`src/tkmr_pkg.sv`:
```
// Shared constants and types of the top-K tracker.
package tkmr_pkg;

  localparam int unsigned TOP_K   = 100;
  localparam int unsigned SCORE_W = 32;
  localparam int unsigned ID_W    = 32;
  localparam int unsigned SUM_W   = 39;
  localparam int unsigned FIELD_W = 7;
  localparam int unsigned SLOT_W  = (TOP_K > 1) ? $clog2(TOP_K) : 1;
  localparam int unsigned CNT_W   = $clog2(TOP_K + 1);

  typedef struct packed {
    logic [ID_W-1:0]    item_id;
    logic [SCORE_W-1:0] score;
  } entry_t;

  typedef struct packed {
    logic               done;
    logic [SCORE_W-1:0] min_val;
    logic [SLOT_W-1:0]  min_slot;
  } scan_stat_t;

  typedef enum logic [2:0] {
    ST_IDLE = 3'b001,
    ST_SCAN = 3'b010,
    ST_EMIT = 3'b100
  } state_e;

endpackage

```
`src/tkmr_min_scan.sv`:
```
// Minimum search over the stored scores, one entry per cycle.
module tkmr_min_scan
  import tkmr_pkg::*;
(
  input  logic               clk_i,
  input  logic               rst_ni,
  input  logic               start_i,
  input  logic [SCORE_W-1:0] rd_score_i,
  output logic               rd_en_o,
  output logic [SLOT_W-1:0]  rd_addr_o,
  output scan_stat_t         stat_o
);

  localparam logic [SLOT_W-1:0] LAST = SLOT_W'(TOP_K - 1);

  logic               active_q;
  logic               done_q;
  logic [SLOT_W-1:0]  idx_q;
  logic [SCORE_W-1:0] min_q;
  logic [SLOT_W-1:0]  min_slot_q;
  logic               take;

  always_comb begin
    rd_en_o   = start_i | (active_q & (idx_q != LAST));
    rd_addr_o = start_i ? '0 : idx_q + 1'b1;
    // strict compare keeps the lowest slot on ties
    take      = (idx_q == '0) || (rd_score_i < min_q);
  end

  always_ff @(posedge clk_i or negedge rst_ni) begin
    if (!rst_ni) begin
      active_q <= 1'b0;
      done_q   <= 1'b0;
      idx_q    <= '0;
    end else begin
      done_q <= 1'b0;
      if (start_i) begin
        active_q <= 1'b1;
        idx_q    <= '0;
      end else if (active_q) begin
        if (idx_q == LAST) begin
          active_q <= 1'b0;
          done_q   <= 1'b1;
        end else begin
          idx_q <= idx_q + 1'b1;
        end
      end
    end
  end

  always_ff @(posedge clk_i) begin
    if (active_q && take) begin
      min_q      <= rd_score_i;
      min_slot_q <= idx_q;
    end
  end

  assign stat_o.done     = done_q;
  assign stat_o.min_val  = min_q;
  assign stat_o.min_slot = min_slot_q;

endmodule

```
`config.mk`:
```
export PLATFORM = sky130hd
export DESIGN_NAME = tkmr_min_scan
export DESIGN_NICKNAME = d
export VERILOG_FILES = /design/src/tkmr_pkg.sv /design/src/tkmr_min_scan.sv
export SDC_FILE = /design/constraint.sdc
export NUM_CORES = 1
export LEC_CHECK = 0
export ABC_AREA = 1
export BUFFER_PORTS_ARGS = -buffer_cell sky130_fd_sc_hd__buf_2
export CAP_MARGIN = 20
export CORE_UTILIZATION = 45
export CTS_BUF_LIST = sky130_fd_sc_hd__clkbuf_8 sky130_fd_sc_hd__clkbuf_16
export DETAILED_ROUTE_END_ITERATION = 8
export PLACE_DENSITY = 0.73
export RECOVER_POWER = 50
export SLEW_MARGIN = 15
export SYNTH_ARGS = -nofsm -noshare
export SYNTH_HDL_FRONTEND = slang
export SYNTH_SLANG_ARGS = --single-unit
```
`constraint.sdc`:
```
create_clock -name clk_i -period 3.3 [get_ports clk_i]
set_clock_uncertainty 0.15 [all_clocks]
set_input_delay 0.495 -clock clk_i [delete_from_list [all_inputs] [get_ports clk_i]]
set_output_delay 0.495 -clock clk_i [all_outputs]
set_load 0.005 [all_outputs]
```
==> metrics.md, run 1 <==
| Metric | Value |
|---|---|
| Status | `finished, final reports clean` |
| Worst-Skew Late Latency | `between 0.2 and 0.3 ns` |
| CTS clk-pin slew, worst paths | `about 0.09 ns` |
| DRT Pass-1 Iters | `4` |
| H-tree levels | `2` |
| I/O pin total | `between 80 and 90` |
| Combinational share of power | `between 20% and 30%` |
| Most frequent cell after synthesis | `inv_1` |
| Final hold violations | `0` |
| Period Utilization, post-route | `roughly 87%` |
| Tmin final | `2.86 ns` |
| PD cells | `roughly 470 mW/mm^2` |
| Register area | `0.00140 mm^2` |
| Wire per inst | `roughly 12 um` |
| Mean number of vias per cell | `4.69` |
| Clk sinks | `48` |
| Placed wire-length estimate | `between 3000 and 4000 um` |
| Antenna violations before repair | `0` |
| Met3 wire len | `roughly 230 um` |
| Top post-synthesis cells by area | `edfxtp_1, ha_1, dfrtp_1` |
| CP Class | `reg -> reg` |
| DRT antenna net count | `0` |
| Net Sw Power | `0.000393 W` |
| Worst slew pin tran | `between 0.8 and 0.9 ns` |
| Highest metal used | `met4` |
| Crit-path cells | `inv_1 -> ha_1 -> a21oi_1 -> nor2_1 -> nor3_1 -> nand2_1 -> nand2_1 -> nand2_1 -> nand2_1 -> nand2_1 -> a21oi_4 -> buf_4` |
| Critical path's largest stage delay | `0.70 ns` |
| Flops & latches, synth | `between 40 and 50` |
| Dpl cells | `approximately 390` |
| Sequential Power Share | `between 50% and 60%` |
| Synthesized area per cell | `between 10 and 15 um^2` |
| Multi-input gate area | `between 800 and 900 um^2` |
| Leak | `1.49 nW` |
| Slew HR | `42.3%` |
| Max-slew violations | `0` |
| Row cnt | `26` |
| Max_cap viols | `0` |
| Num CTS Buffers | `5` |
| Setup TNS | `0 ns` |
| Met2 WL | `between 2000 and 2500 um` |
| Iteration-0 DRC Markers | `between 40 and 50` |
| Clk network pwr share | `around 25%` |
| Root Driver | `clkbuf_8` |
| IO Port Bufs | `82` |
| Share of layout cells above drive strength 1 | `a little under a fifth` |
| Area grow syn2layout | `22.2%` |
| Post-cts resize count | `0` |
| Most frequent CP cell | `nand2_1` |
| Crit path max fanout | `28` |
| Worst setup SP type | `register` |
| Slowest stage cell, crit path | `a21oi_4` |
| Maximum VDD drop | `~0.31 mV` |
| Maximum root-to-sink buffer count | `2` |
| Switching share of power | `~27%` |
| GRT overflow | `0` |
| # fillers | `between 400 and 500` |
| DR vias | `1,851` |
| Fmax | `349 MHz` |
| Final nets | `392` |
| Initial Util | `between 40% and 50%` |
| TritonCTS clock tree | `yes` |
| Worst endpoint required time | `about 3.2 ns` |
| Post-synth top cells | `inv_1, edfxtp_1, nand2_1` |
| Vias in the first global route | `approximately 1,800` |
| Int Pwr | `0.00104 W` |
| Sequential element share of the synthesized area | `between 50 and 60%` |
| Yosys cell types | `19` |
| Mapped Nets | `between 300 and 400` |
| Largest net degree at the start of global routing | `29` |
| Routed length on met1 | `approximately 2200 um` |
| Syn Inst Count | `between 200 and 250` |
| Largest area contributor in the netlist | `edfxtp_1` |
| N_diodes | `0` |
| Yosys top cell area share | `46.9%` |
| Setup violators final | `0` |
| Fraction of registers with async set/reset | `a little under a fifth` |
| RSZ-0062 raised after global routing | `false` |
| Die Y | `76.5 um` |
| Core area | `around 0.0052 mm^2` |
| GRT Total Usage | `between 10% and 20%` |
| Die width | `approximately 76 um` |
| Crit path arrival time | `about 2.7 ns` |
| Synth Warn # | `0` |
| Setup crit end kind | `register` |
| First-pass GRT wire length | `between 7000 and 8000 um` |
| Top_reg_cell synth | `edfxtp_1` |
| Die area | `approximately 0.0058 mm^2` |
| Final WL | `around 4600 um` |
| Worst Hold Class | `in -> reg` |
| Post-synth EDFFs | `39` |
| Drc violations | `0` |
| Synth Cell Area | `0.00250 mm^2` |
| Final Non-Filler Cells | `395` |
| GP Congestion | `0.802` |
-- through the flow --
step | total power (W) | area, um^2 | setup WS, ns | utilization [%] | hold WS (ns)
after floorplan | 0.000959 | 2500 | 0.260 | - | 0.0494
after global placement | 0.00110 | 3000 | 0.203 | 57.3 | 0.205
after detailed placement | 0.00110 | 3000 | 0.200 | 57.3 | 0.210
after CTS | 0.00146 | 3100 | 0.411 | 59.3 | 0.227
after global routing | 0.00152 | 3050 | 0.185 | 58.2 | 0.224
final | 0.00143 | 3050 | 0.436 | 58.2 | 0.240
-- layout make-up --
type,instances,share of cell area (%)
Tap cell,70,2.87
Inverter,50,6.15
Multi-Input combinational cell,134,29.5
Sequential cell,48,45.8
Clock buffer,6,2.71
Timing Repair Buffer,85,12.7
Clock inverter,2,0.328
-- flip-flops by register name, summed over array words and instances (netlist names) --
signal      count
min_q          32
idx_q           7
min_slot_q      7
active_q        1
done_q          1
-- worst paths after layout --
path                          startpoint             to  slack, ns  depth (start not counted)
setup / recovery                min_q[5]       min_q[5]       0.44                         12
min in group asynchronous         rst_ni       idx_q[4]       0.53                          2
setup reg to reg                min_q[5]       min_q[5]       0.44                         12
hold / removal             rd_score_i[7]       min_q[7]       0.24                          1
hold reg to reg                 idx_q[6]  min_slot_q[6]       0.35                          0
max in group asynchronous         rst_ni       active_q       2.13                          2
-- power by group through the flow --
stage	Clock, W	Combinational (W)	Sequential (W)
after floorplan	0	0.000159	0.000800
after global placement	0	0.000303	0.000792
after detailed placement	0	0.000310	0.000793
after CTS	0.000364	0.000313	0.000780
after global routing	0.000385	0.000350	0.000791
final	0.000353	0.000299	0.000780
-- what timing repair did --
item	4_1_cts	5_1_grt
setup endpoints to repair	0	0
endpoints found under the hold margin	9	0
hold buffers	1	0
buffers inserted	0	0
-- kinds of logic (layout without fill, tap and decap cells) --
logic type	Yosys count	count (layout)	synth area share, %
adder cells (fa/ha/maj)	33	33	16.5
AND/OR/NAND/NOR	64	64	10.8
buffers and inverters	52	143	8.27
flip-flops	48	48	55.9
AO/OA/AOI/OAI	37	37	8.42
-- metal layers --
layer / vias to the layer above / track usage [%]
met5: - / 0
met4: 0 / 4.62
met3: 2 / 4.07
met2: 59 / 27.9
met1: 828 / 22.4
li1: 962 / -
-- worst max-delay path: cells and delay by family (launching register included) --
kind / cells / cell delay [ns]
compound gates: 2 / 0.83
simple gates: 7 / 0.52
buf+inv: 2 / 0.43
flops: 1 / 0.41
fa+ha+maj: 1 / 0.23
-- cells in the final DEF, fill, tap and decap left out, drive strengths merged --
cell	n
nor3	6
dlygate4sd3	1
clkbuf	44
o211ai	1
o21ai	16
buf	46
inv	50
nand2	39
nand3	3
ha	33
edfxtp	39
dfrtp	9
nor4	3
nand4	2
nor2	11
clkinv	2
a21oi	20
(Power assumes the default switching activity.)
==> inputs of run 2 (changes only) <==
==> constraint.sdc (replaced) <==
create_clock -name clk_i -period 3.3 [get_ports clk_i]
set_clock_uncertainty 0.15 [all_clocks]
set_input_delay 0 -clock clk_i [delete_from_list [all_inputs] [get_ports clk_i]]
set_output_delay 0 -clock clk_i [all_outputs]
set_load 0.005 [all_outputs]
==> run 2 against run 1 <==
Net effect: combinational power increased by 13%; critical path depth decreased by 2; maximum frequency increased by 26%; global-route usage increased by 3.5 points; cell count increased by 8.6%; hold slack improved by 0.032 ns; die area unchanged; via count increased by 8.8%; clock-buffer cell count unchanged; non-clock buffer count increased by 34; final area increased by 11%; largest cell class unchanged; largest power group unchanged.
==> metrics.md, run 2 (same netlist as run 1, synthesis figures left out) <==
| Metric | Value |
|---|---|
| Status | `finished, final reports clean` |
| Num CTS Buffers | `5` |
| GRT overflow | `0` |
| TritonCTS clock tree | `yes` |
| First-pass GRT wire length | `9350 um` |
| Post-layout util | `between 60 and 70%` |
| Setup violators final | `0` |
| Slowest stage cell, crit path | `edfxtp_1` |
| IO Port Bufs | `82` |
| Period Utilization, post-route | `between 60% and 70%` |
| Crit path arrival time | `around 2.1 ns` |
| Slew HR | `a little over half` |
| GP Congestion | `~0.80` |
| Core area | `roughly 0.0052 mm^2` |
| CP Class | `reg -> reg` |
| Crit path max fanout | `24` |
| Most frequent cells in the layout | `inv_1, clkbuf_1, nand2_1, edfxtp_1, buf_2` |
| H-tree levels | `2` |
| DR vias | `2,014` |
| Clk sinks | `48` |
| Max-slew violations | `0` |
| GRT busiest layer | `met2` |
| PD cells | `between 400 and 500 mW/mm^2` |
| Worst-Skew Late Latency | `approximately 0.30 ns` |
| Final WS setup | `just over 1 ns` |
| # fillers | `449` |
| I/O pin total | `between 80 and 90` |
| CTS clk-pin slew, worst paths | `roughly 0.080 ns` |
| Commonest non-fill, non-tap cell in the layout | `inv_1` |
| Worst endpoint required time | `3.13 ns` |
| Area grow syn2layout | `35.8%` |
| Tmin final | `between 2 and 2.5 ns` |
| RSZ-0062 raised after global routing | `false` |
| DRT Pass-1 Iters | `4` |
| Final nets | `426` |
| Worst slew pin tran | `between 0.7 and 0.8 ns` |
| Biggest regs | `min_q x32, idx_q x7, min_slot_q x7` |
| N_diodes | `0` |
| Die width | `~76 um` |
| Die area | `just under 0.006 mm^2` |
| Fmax | `between 400 and 500 MHz` |
| Reg2reg setup slack | `1.02 ns` |
| Met2 usage in global routing | `34.0%` |
| Worst path bufs/invs | `2` |
| GRT Total Usage | `20.5%` |
| Met3 Use GR | `just under 5%` |
| Maximum root-to-sink buffer count | `2` |
| Maximum VDD drop | `0.231 mV` |
| Final WL | `approximately 5300 um` |
| Antenna violations before repair | `0` |
| Dpl cell area | `~0.003 mm^2` |
| Critical path's largest stage delay | `around 0.40 ns` |
| Drc violations | `0` |
| Setup TNS | `0 ns` |
| Final hold violations | `0` |
| Number of flip-flops in the largest register | `32` |
| Setup crit end kind | `register` |
| Post-route cell area | `approximately 0.0034 mm^2` |
| Vias in the first global route | `1,980` |
| Die Y | `approximately 76 um` |
| Initial Util | `between 40 and 50%` |
| Setup repair bufs after CTS | `0` |
| Placed wire-length estimate | `around 3800 um` |
| Delay-heaviest family, CP | `simple AND/OR/NAND/NOR gates` |
| Iteration-0 DRC Markers | `approximately 100` |
| DRT antenna net count | `0` |
| Largest net degree at the start of global routing | `25` |
| Mean number of vias per cell | `4.69` |
| Most flop-heavy register | `min_q` |
| Wire per inst | `12.4 um` |
| Crit-path cells | `inv_1 -> ha_1 -> a21oi_1 -> nor2_1 -> nor3_1 -> a21oi_1 -> nor2_1 -> nand2_1 -> a21oi_4 -> buf_4` |
| CTS Hold Buffers Added | `35` |
| Place WS | `1.04 ns` |
| Post-cts resize count | `0` |
| Worst setup SP type | `register` |
| Worst Hold Class | `in -> reg` |
| Share of layout cells above drive strength 1 | `between 10% and 20%` |
| Max_cap viols | `0` |
| Root Driver | `clkbuf_8` |
| M1 GR Usage | `about a quarter` |
| Leak | `between 1.5 and 2 nW` |
| Row cnt | `26` |
| Overall power | `about 0.0015 W` |
==> run 2: changes by cell type in the layout (fill, tap and decap cells not counted), sizes merged <==
cell         previous run  this run
dlygate4sd3             1        35
buf                    46        40
clkbuf                 44        50
==> run 2: area by class of cell <==
cell class | instances | area (um^2) | share of cell area (%)
clock buffer | 6 | 82.6 | 2.44
inverter | 50 | 188 | 5.54
multi-input combinational | 134 | 905 | 26.7
timing repair buffer | 119 | 721 | 21.3
sequential | 48 | 1400 | 41.2
clock inverter | 2 | 10.0 | 0.295
tap | 70 | 87.6 | 2.58
==> run 2: layer usage <==
layer | vias to the layer above | wire, um
met4 | 0 | 119
li1 | 1032 | -
met2 | 71 | 2500
met5 | - | 0
met3 | 11 | 278
met1 | 900 | 2430
==> run 2: worst paths after layout <==
kind	from	end	depth (start not counted)
hold reg to reg	idx_q[6]	min_slot_q[6]	0
hold / removal	rd_score_i[8]	min_q[8]	2
setup reg to reg	min_q[21]	min_q[14]	10
min in group asynchronous	rst_ni	idx_q[5]	3
setup / recovery	min_q[21]	min_q[14]	10
max in group asynchronous	rst_ni	idx_q[6]	3
==> run 2: worst reg2reg max path: cells and delay by family, from the launching register on <==
kind | cells | cell delay (ns)
simple gates | 4 | 0.42
buf+inv | 2 | 0.39
compound gates | 3 | 0.37
flops | 1 | 0.40
fa+ha+maj | 1 | 0.23
==> run 2: through the flow <==
step                hold slack (ns)  instances
floorplan                    -0.446        234
global route                  0.271        429
global placement             -0.283        386
detailed placement           -0.274        386
CTS                           0.251        429
finish                        0.272        429
==> run 2: power breakdown <==
group,leakage (nW),internal [W],switching (W),total [W]
Combinational,1.04,0.000153,0.000185,0.000338
Sequential,0.523,0.000746,0.0000358,0.000782
Clock,0.0510,0.000167,0.000196,0.000363
Total,1.62,0.00107,0.000416,0.00148
==> inputs of run 3 (changes only) <==
==> constraint.sdc (replaced) <==
create_clock -name clk_i -period 1.9 [get_ports clk_i]
set_clock_uncertainty 0.15 [all_clocks]
set_input_delay 0 -clock clk_i [delete_from_list [all_inputs] [get_ports clk_i]]
set_output_delay 0 -clock clk_i [all_outputs]
set_load 0.005 [all_outputs]
==> run 3 against run 2 <==
Net effect: the run now ends with setup timing left; global-route usage is 0.33 points higher; setup slack got worse by 1.4 ns; clock power up 100%; clock-buffer cell count shrank 1; maximum frequency increased by 0.88%; cell count grew 4.2%; register-to-register slack lost 1.4 ns; critical path depth grew 1; first-iteration DRC count up 3.9%; utilization grew 6.7 points.
==> metrics.md, run 3 (same netlist as run 1, synthesis figures left out) <==
| Metric | Value |
|---|---|
| Crit path arrival time | `2.13 ns` |
| Clk sinks | `48` |
| Final Non-Filler Cells | `~450` |
| Worst Hold Path EP | `min_q[4]` |
| Vias in the first global route | `~2,100` |
| Status | `finished with violations` |
| Final hold violations | `0` |
| Max_cap viols | `0` |
| Slew HR | `70.2%` |
| Failing checks | `setup timing` |
| Antenna violations before repair | `0` |
| Period Utilization, post-route | `119%` |
| CTS clk-pin slew, worst paths | `~0.09 ns` |
| Dpl cells | `395` |
| Share of layout cells above drive strength 1 | `~28%` |
| Tmin final | `~2.3 ns` |
| Final nets | `roughly 440` |
| Core area | `roughly 0.0052 mm^2` |
| Fmax | `between 400 and 500 MHz` |
| GP Congestion | `between 0.7 and 0.8` |
| Place WS | `-0.271 ns` |
| Worst setup SP type | `register` |
| Worst endpoint required time | `1.77 ns` |
| Initial Util | `between 40 and 50%` |
| N_diodes | `0` |
| Max-slew violations | `0` |
| Final WS setup | `-0.357 ns` |
| TritonCTS clock tree | `yes` |
| Setup crit end kind | `register` |
| H-tree levels | `2` |
| Iteration-0 DRC Markers | `about 110` |
| Row cnt | `26` |
| Number of flip-flops in the largest register | `32` |
| Delay-heaviest family, CP | `compound AO/OA/AOI/OAI gates` |
| Biggest regs | `min_q x32, idx_q x7, min_slot_q x7` |
| Setup TNS | `-13.38 ns` |
| Most frequent CP cell | `nand2_1` |
| GRT overflow | `0` |
| Final WL | `about 6100 um` |
| Worst-Skew Late Latency | `between 0.2 and 0.3 ns` |
| Die Y | `around 76 um` |
| Crit Reg-Reg Startpoint | `min_q[9]` |
| Maximum root-to-sink buffer count | `2` |
| DRT Pass-1 Iters | `4` |
| Root Driver | `clkbuf_8` |
| Most flop-heavy register | `min_q` |
| DR vias | `approximately 2,100` |
| Most frequent cells in the layout | `buf_2, inv_1, edfxtp_1` |
| Worst Hold Depth | `2` |
| RSZ-0062 raised after global routing | `true` |
| Die width | `around 76 um` |
| Commonest non-fill, non-tap cell in the layout | `buf_2` |
| IO Port Bufs | `82` |
| First-pass GRT wire length | `about 9500 um` |
| I/O pin total | `83` |
| Area grow syn2layout | `49.9%` |
| Crit path max fanout | `6` |
| GRT Total Usage | `between 20% and 30%` |
| Worst path bufs/invs | `3` |
| Largest net degree at the start of global routing | `25` |
| Reg2reg setup slack | `-0.36 ns` |
| CP Class | `reg -> reg` |
| Critical path's largest stage delay | `between 0.4 and 0.5 ns` |
| Die area | `just under 0.006 mm^2` |
| DRT antenna net count | `0` |
| Mean number of vias per cell | `4.74` |
| Setup violators final | `39` |
| Crit-path cells | `inv_1 -> ha_1 -> a21oi_1 -> o21ai_0 -> a21oi_2 -> nand2_1 -> nand2_1 -> nand2_2 -> a21oi_4 -> buf_6 -> clkbuf_16` |
| Maximum VDD drop | `~0.46 mV` |
| PD cells | `between 700 and 800 mW/mm^2` |
| Worst slew pin tran | `0.443 ns` |
| Num CTS Buffers | `5` |
| Leak | `roughly 1.8 nW` |
| Worst Hold Class | `in -> reg` |
| Placed wire-length estimate | `between 4000 and 5000 um` |
| R2r endpoint | `min_q[13]` |
| Min-Delay Startpoint | `rd_score_i[4]` |
| R2R cell count | `11` |
| Wire per inst | `13.7 um` |
| Slowest stage cell, crit path | `edfxtp_1` |
| Drc violations | `0` |
[run 3: cell count changes in the layout (fill, tap and decap cells not counted), moves of 4 or more]
cell      previous run  this run
buf_2               38        50
clkbuf_1            44        32
buf_4                2        12
a21oi_1             19        12
a21oi_2              0         7
ha_1                33        28
ha_4                 0         5
buf_6                0         4
[run 3: timing repair]
item / 4_1_cts / 5_1_grt
resized for setup: 8 / 15
endpoints found under the setup margin: 40 / 40
hold endpoints to repair: 45 / 0
gates cloned: 0 / 3
pin swaps: 1 / 3
setup buffers: 2 / 4
hold buffers: 35 / 0
[run 3: layout make-up]
type                            count  area, um^2
Inverter                           50         188
Sequential cell                    48        1400
Multi-Input combinational cell    134        1020
Clock inverter                      3        42.5
Tap cell                           70        87.6
Timing Repair Buffer              137         941
Fill cell                         405        1500
Clock buffer                        5        68.8
[run 3: worst max path at each step]
stage | from | end | slack, ns | depth (start not counted)
finish | min_q[9] | min_q[13] | -0.36 | 11
global placement | min_q[5] | min_q[4] | -0.26 | 12
detailed placement | min_q[5] | min_q[4] | -0.27 | 12
global route | min_q[9] | min_q[8] | -0.49 | 11
CTS | min_q[5] | min_q[5] | -0.27 | 12
floorplan | min_q[5] | min_q[0] | -0.57 | 11
[run 3: routing by layer]
layer	part of all wire, %	wire length (um)	vias to the layer above	track usage [%]
li1	-	-	1067	-
met5	0	0	-	0
met1	42	2590	966	25.9
met3	5.1	313	12	4.91
met2	51	3090	73	35.5
met4	1.9	119	0	7.12
[run 3: worst reg2reg max path: cells and delay by family, from the launching register on]
kind	cells	cell delay, ns
flip-flops	1	0.42
AO/OA/AOI/OAI	4	0.56
buffers and inverters	3	0.38
adder cells (fa/ha/maj)	1	0.24
AND/OR/NAND/NOR	3	0.23
[run 3: stage by stage]
stage	cell area (um^2)	total power [W]	utilization [%]	hold slack, ns
after floorplan	2510	0.00167	-	-0.446
after global placement	3080	0.00196	58.9	-0.283
after detailed placement	3080	0.00199	58.9	-0.282
after CTS	3610	0.00279	68.9	0.270
after global routing	3740	0.00304	71.5	0.291
final	3740	0.00288	71.5	0.284
[run 3: where the power goes]
| part | total (W) | leakage [nW] | internal, W | switching [W] |
|---|---|---|---|---|
| Clock | 0.000730 | 0.0541 | 0.000390 | 0.000341 |
| Sequential | 0.00136 | 0.523 | 0.00129 | 0.0000603 |
| Combinational | 0.000795 | 1.20 | 0.000406 | 0.000389 |
